<file path="config.mk">
export PLATFORM = sky130hd
export DESIGN_NAME = svrt_lane
export DESIGN_NICKNAME = d
export VERILOG_FILES = /design/src/design/svrt_pkg.sv /design/src/design/svrt_lane.sv
export SDC_FILE = /design/constraint.sdc
export NUM_CORES = 2
export LEC_CHECK = 0
export BUFFER_PORTS_ARGS = -buffer_cell sky130_fd_sc_hd__buf_2
export CELL_PAD_IN_SITES_DETAIL_PLACEMENT = 1
export CELL_PAD_IN_SITES_GLOBAL_PLACEMENT = 1
export CORE_MARGIN = 2
export CORE_UTILIZATION = 40
export DETAILED_ROUTE_END_ITERATION = 6
export PLACE_DENSITY = 0.67
export RECOVER_POWER = 25
export SYNTH_ARGS = -nofsm -noshare
export SYNTH_HDL_FRONTEND = slang
export SYNTH_SLANG_ARGS = --single-unit
</file>
<file path="constraint.sdc">
create_clock -name clk -period 6.55 [get_ports clk]
set_input_delay 0 -clock clk [delete_from_list [all_inputs] [get_ports clk]]
set_output_delay 0 -clock clk [all_outputs]
set_load 0.005 [all_outputs]
</file>
<file path="src/design/svrt_pkg.sv">
// Shared types and width helpers for the spatial vector rigid transform.
// No dependencies; imported by every module of the block.
package svrt_pkg;

  // Item kind carried in tuser; the remaining code means "no operation"
  typedef enum logic [1:0] {
    OP_POINT  = 2'd0,
    OP_MOTION = 2'd1,
    OP_FORCE  = 2'd2
  } op_e;

  // Configuration register indexes
  typedef enum logic [1:0] {
    REG_ROT0  = 2'd0,
    REG_ROT1  = 2'd1,
    REG_ROT2  = 2'd2,
    REG_TRANS = 2'd3
  } reg_idx_e;

  // Width of a rounded rotation row sum, never below data width plus one
  function automatic int rot_sum_w(int dw, int rfb);
    int w;
    w = 2 * dw + 2 - rfb;
    return (w > dw + 1) ? w : dw + 1;
  endfunction

  // Width of a rounded cross product term, never below data width plus one
  function automatic int cross_w(int dw, int vfb);
    int w;
    w = 2 * dw + 1 - vfb;
    return (w > dw + 1) ? w : dw + 1;
  endfunction

endpackage

</file>
<file path="src/design/svrt_lane.sv">
// One rotation row lane: multiplies a row of R with two 3-vectors, rounds the
// row sums and saturates the first one. Depends on svrt_pkg.
module svrt_lane
  import svrt_pkg::*;
#(
  parameter int DATA_WIDTH    = 16,
  parameter int ROT_FRAC_BITS = 14
) (
  input  logic                         clk,
  input  logic                         en,
  input  logic signed [DATA_WIDTH-1:0] row [3],
  input  logic signed [DATA_WIDTH-1:0] a [3],
  input  logic signed [DATA_WIDTH-1:0] b [3],
  output logic signed [DATA_WIDTH-1:0] ta_sat,
  output logic                         ta_ovf,
  output logic signed [rot_sum_w(DATA_WIDTH, ROT_FRAC_BITS)-1:0] tb
);

  localparam int DW    = DATA_WIDTH;
  localparam int PW    = 2 * DW;
  localparam int SW    = 2 * DW + 2;
  localparam int TW    = rot_sum_w(DW, ROT_FRAC_BITS);
  localparam int RBIAS = (1 << ROT_FRAC_BITS) >> 1;

  localparam logic signed [DW-1:0] MAXV = {1'b0, {(DW - 1){1'b1}}};
  localparam logic signed [DW-1:0] MINV = {1'b1, {(DW - 1){1'b0}}};

  logic signed [PW-1:0] pa [3];
  logic signed [PW-1:0] pb [3];
  logic signed [SW-1:0] sum_a, sum_b, sh_a, sh_b;
  logic signed [TW-1:0] ta_full, tb_next;
  logic                 ovf_next;
  logic signed [DW-1:0] sat_next;

  // Product stage
  always_ff @(posedge clk) begin
    if (en) begin
      for (int j = 0; j < 3; j++) begin
        pa[j] <= row[j] * a[j];
        pb[j] <= row[j] * b[j];
      end
    end
  end

  // Exact row sum, round half up, then saturate the first result
  always_comb begin
    sum_a    = SW'(pa[0]) + SW'(pa[1]) + SW'(pa[2]) + SW'(RBIAS);
    sum_b    = SW'(pb[0]) + SW'(pb[1]) + SW'(pb[2]) + SW'(RBIAS);
    sh_a     = sum_a >>> ROT_FRAC_BITS;
    sh_b     = sum_b >>> ROT_FRAC_BITS;
    ta_full  = sh_a[TW-1:0];
    tb_next  = sh_b[TW-1:0];
    ovf_next = !((&ta_full[TW-1:DW-1]) || !(|ta_full[TW-1:DW-1]));
    if (ovf_next) begin
      sat_next = ta_full[TW-1] ? MINV : MAXV;
    end else begin
      sat_next = ta_full[DW-1:0];
    end
  end

  always_ff @(posedge clk) begin
    if (en) begin
      ta_sat <= sat_next;
      ta_ovf <= ovf_next;
      tb     <= tb_next;
    end
  end

endmodule

</file>
**Yosys cells after proc, flatten, opt, wreduce, memory -nomap -nowiden**

Memories as Yosys holds them, arrays and structs flattened.
Index checks and enable logic that the tools add are counted.

- Add/subtract/negate cells: 6
- Multipliers: 6
- Div/mod/pow operators: 0
- Order comparisons: 0
- Eq/ne operators: 0
- Shift-type cells: 0
- Multiplexer cells: 4
- Bitwise logic cells: 0
- Reduce and logical (&&, ||, !) cells: 5

Operator list:

| kind | number |
|---|---|
| 16-bit by 16-bit multiplier with 32-bit output | 6 |
| 33-bit by 32-bit adder with 34-bit output | 2 |
| 34-bit by 15-bit adder with 34-bit output (second input constant) | 2 |
| 32-bit by 32-bit adder with 33-bit output | 2 |
| 16-bit 2-to-1 mux | 2 |
| 5-bit AND reduction | 1 |
| 5-bit OR reduction | 1 |
| 1-bit logical NOT | 2 |
| 1-bit 2-to-1 mux | 2 |
| 1-bit logical OR | 1 |

- Register bits: 37
- Bits in latches: 0
- Bits in writable memories: 192
- Memory bits (read-only): 0
- Bits of input ports: 146
- Output and inout bits: 37
- Logic and storage cells: 26
- Memories kept: 2

Memories:

| memory | depth | bits a word | read ports | clocked after memory_dff | write ports | RTL line | text |
|---|---|---|---|---|---|---|---|
| pa | 3 | 32 | 3 | 0 | 3 | svrt_lane.sv:28 | `logic signed [PW-1:0] pa [3];` |
| pb | 3 | 32 | 3 | 0 | 3 | svrt_lane.sv:29 | `logic signed [PW-1:0] pb [3];` |

**Depth between registers and ports, before layout**

- Depth in word-level cells: 7
- Mapped depth: 26
- Mapped depth without buffers: 25

**Worst setup path after synthesis**

OpenSTA, ideal clock, no wires.

- Path kind: input port to flip-flop
- Start: input port row[26] in the netlist's numbering
- End: memory pa[0][63] in the netlist's numbering (data pin)
- Library setup time: 259 ps
- Data arrival time: 5512 ps
- Required time: 6291 ps
- Setup slack: 779 ps
- Stages: 22
- Cells stage by stage: clkbuf_1 -> nand2_1 -> fa_1 -> fa_1 -> fa_1 -> fa_1 -> inv_1 -> fa_1 -> inv_1 -> fa_1 -> inv_1 -> ha_1 -> o21ai_0 -> o21bai_1 -> a21o_1 -> a221o_1 -> o21bai_2 -> o211a_1 -> a21oi_2 -> a211oi_2 -> a21oi_1 -> xnor2_1

RTL lines:

| what | RTL line | text |
|---|---|---|
| start: declaration | svrt_lane.sv:11 | `input logic signed [DATA_WIDTH-1:0] row [3],` |
| end: declaration | svrt_lane.sv:28 |  |

==> results.txt <==
Max Cap Violations -> 1
Met2 GRT Util -> 40.5%
Worst-path maximum fanout -> 17
Max H-tree Level -> 1
Most frequent cells in the layout -> inv_1, fa_1, nand2_1, and2_1, ha_1
Busiest grt layer -> met2
Mapped Cells -> 7,129
Total Wirelength -> 194,000 um
Yosys cell types -> 77
Site Rows -> 153
Fraction of registers with async set/reset -> 0%
Yosys reg bits -> 229
DIE WIDTH -> 422 um
Worst hold path class -> in2reg
Top cell by count, worst path -> fa_1
IO Count -> 183
Arrival time worst endpoint -> 6510 ps
WP data required -> 6980 ps
Sink Count -> 229
Total core area -> 0.174 mm^2
DR vias -> 48,100
Post-route ant nets -> 0
Critical path class -> in2reg
Synth warn -> 0
WL/cell -> 20.2 um
Failing checks -> capacitance limit, slew limit
RSZ-0062 raised after global routing -> false
Final min period -> 6080 ps
Die Height -> 422 um
Fin util -> 43.2%
Full die area -> 0.178 mm^2
Post-Syn Area -> 0.0698 mm^2
IO buf count -> 182
Part of the cycle the worst path needs -> 92.9%
Drt drc -> 0
Post-DP HPWL -> 166,000 um
Register area share after synthesis -> 9.85%
Grt ovf -> 0
WP buf/inv -> 4
Clk root buf -> clkbuf_16
Inserted Clock Buffers -> 30
Pre-CTS setup slack -> 20.3 ps
Setup TNS Final -> 0 ps
Gr usage total -> 22.6%
Vias in the first global route -> 56,500
Worst setup margin -> 467 ps
Clock skew -> 38.3 ps
Number of flops mapped to enable cells by yosys -> 229
Antenna violations before repair -> 14
Final Hold Vio Count -> 0
CP Capture Type -> flop
Hold slack -> 47.4 ps
Layout cells sized above 1 -> 5.35%
First-pass iteration count of the detailed router -> 6
Max Slew Vio Count -> 80
Clock transition at path regs -> 60 ps
Fillers -> 19,700
Starting Density -> 40.2%
Least-Margin Pin Slew -> 5260 ps
Endpoints failing setup -> 0
Met1 GRT Util -> 29.8%
Met3 usage -> 1.71%
Worst skew pair latency -> 610 ps
GPL Wtd Cong -> 0.847
Rel. slew slack -> -250%
Mapped Avg Cell Area -> 9.79 um^2
First-pass GRT wire length -> 315,000 um
Status -> finished with violations
Most common cell after layout, fill and taps aside -> inv_1
Top FF cell, synth -> edfxtp_1
DRT iter0 DRCs -> 1,877
Number of gates resized after cts -> 0
Post-CTS Setup Bufs -> 0
Fmax -> 164 MHz
Clock Tree Buf Depth -> 3
Crit path largest cell delay -> 770 ps
Hold buffer count at CTS -> 4
Delay-heaviest family, CP -> adder cells
Synthesized net count -> 9,525
Largest net degree at the start of global routing -> 152
Number of vias per cell -> 5.00
Worst-path cell chain -> clkbuf_1, nand2b_1, fa_1, fa_1, inv_1, fa_1, fa_1, fa_1, inv_1, fa_1, inv_1, ha_1, and2_1, a221o_1, a21o_1, a21o_1, a21oi_1, a31o_1, a211o_1, a221oi_2, nor4_1, a311oi_1
Final #Nets -> 9,660
Worst Setup Start Kind -> input port
TritonCTS clock tree -> yes
Synthesis-to-layout area growth -> 7.50%
Slowest-stage cell, CP -> clkbuf_1
cells in the mapped netlist (4+ instances only):
library cell | number | area, um^2
a21oi_1 | 161 | 806
o21ai_0 | 75 | 375
nor4_1 | 4 | 25.0
ha_1 | 616 | 7710
xor2_1 | 58 | 508
fa_1 | 1634 | 32700
o21ai_1 | 7 | 35.0
nand3_1 | 25 | 125
a211o_1 | 6 | 52.6
o21bai_1 | 27 | 203
o31ai_1 | 6 | 45.0
and4_1 | 6 | 52.6
a211oi_2 | 4 | 50.1
nand3b_1 | 7 | 52.6
nor2_1 | 167 | 627
nand2_1 | 769 | 2890
edfxtp_1 | 229 | 6880
and3_1 | 17 | 106
clkbuf_1 | 241 | 905
a211oi_1 | 11 | 82.6
o211ai_1 | 11 | 82.6
nor2b_1 | 22 | 138
o2111ai_1 | 6 | 52.6
a21o_1 | 99 | 743
nand2b_1 | 49 | 307
and2_1 | 749 | 4690
a31oi_1 | 15 | 93.8
a221o_1 | 5 | 50.1
o21a_1 | 28 | 210
inv_1 | 1754 | 6580
or2_2 | 7 | 43.8
or3_1 | 6 | 37.5
nand4_1 | 17 | 106
nor3_1 | 36 | 180
a21boi_0 | 5 | 37.5
xnor2_1 | 181 | 1590
cells by family after synthesis:
| family | Yosys count | synth area share, % |
|---|---|---|
| XOR/XNOR | 239 | 3.00 |
| AND/OR/NAND/NOR | 1893 | 13.6 |
| adder cells (fa/ha/maj) | 2250 | 57.9 |
| AO/OA/AOI/OAI | 515 | 4.86 |
| multiplexers | 3 | 0.0430 |
| flip-flops | 229 | 9.85 |
| buffers and inverters | 2000 | 10.8 |
worst register-to-register path, delay by kind of cell (launching register included):
kind,cells,cell delay [ps]
AO/OA/AOI/OAI,8,2400
adder cells (fa/ha/maj),3,1090
flip-flops,1,420
AND/OR/NAND/NOR,2,260
metal layers:
| layer | share of wire, % | vias to the layer above |
|---|---|---|
| li1 | - | 21400 |
| met1 | 43 | 25700 |
| met2 | 51 | 774 |
| met3 | 3.3 | 194 |
| met4 | 2.4 | 0 |
| met5 | 0 | - |
flip-flops by register name (all words and copies together) (netlist names):
signal / flops
ta_sat: 16
pa: 96
pb: 96
ta_ovf: 1
tb: 20
path summary, 6_finish.rpt:
kind                            start                  end  slack (ps)  depth (start not counted)
setup reg to reg   pa[0][4]$_DFFE_PP_  ta_sat[1]$_DFFE_PP_        2250                         13
hold reg to reg   pb[0][95]$_DFFE_PP_     tb[19]$_DFFE_PP_        1000                          4
hold / removal                   a[0]  pa[0][64]$_DFFE_PP_          50                          2
setup / recovery              row[32]  pb[0][31]$_DFFE_PP_         470                         22
final cells by class:
class / instances / area (um^2) / share of cell area [%]
flip-flops and latches: 229 / 6880 / 9.16
repair buffers: 349 / 2260 / 3.01
well taps: 2325 / 2910 / 3.88
diodes: 5 / 12.5 / 0.0167
clock inverters: 19 / 213 / 0.283
multi-input cells: 4900 / 55400 / 73.8
clock buffers: 34 / 787 / 1.05
inverters: 1754 / 6580 / 8.77
stage by stage:
step                      area [um^2]  instances
after floorplan                 69800       7129
after global placement          74100       9553
after detailed placement        74100       9553
after CTS                       75100       9610
after global routing            75100       9615
final                           75100       9615
Power is not shown: default switching activity piles up to over one toggle a cycle in this logic, so the estimate is an artifact.
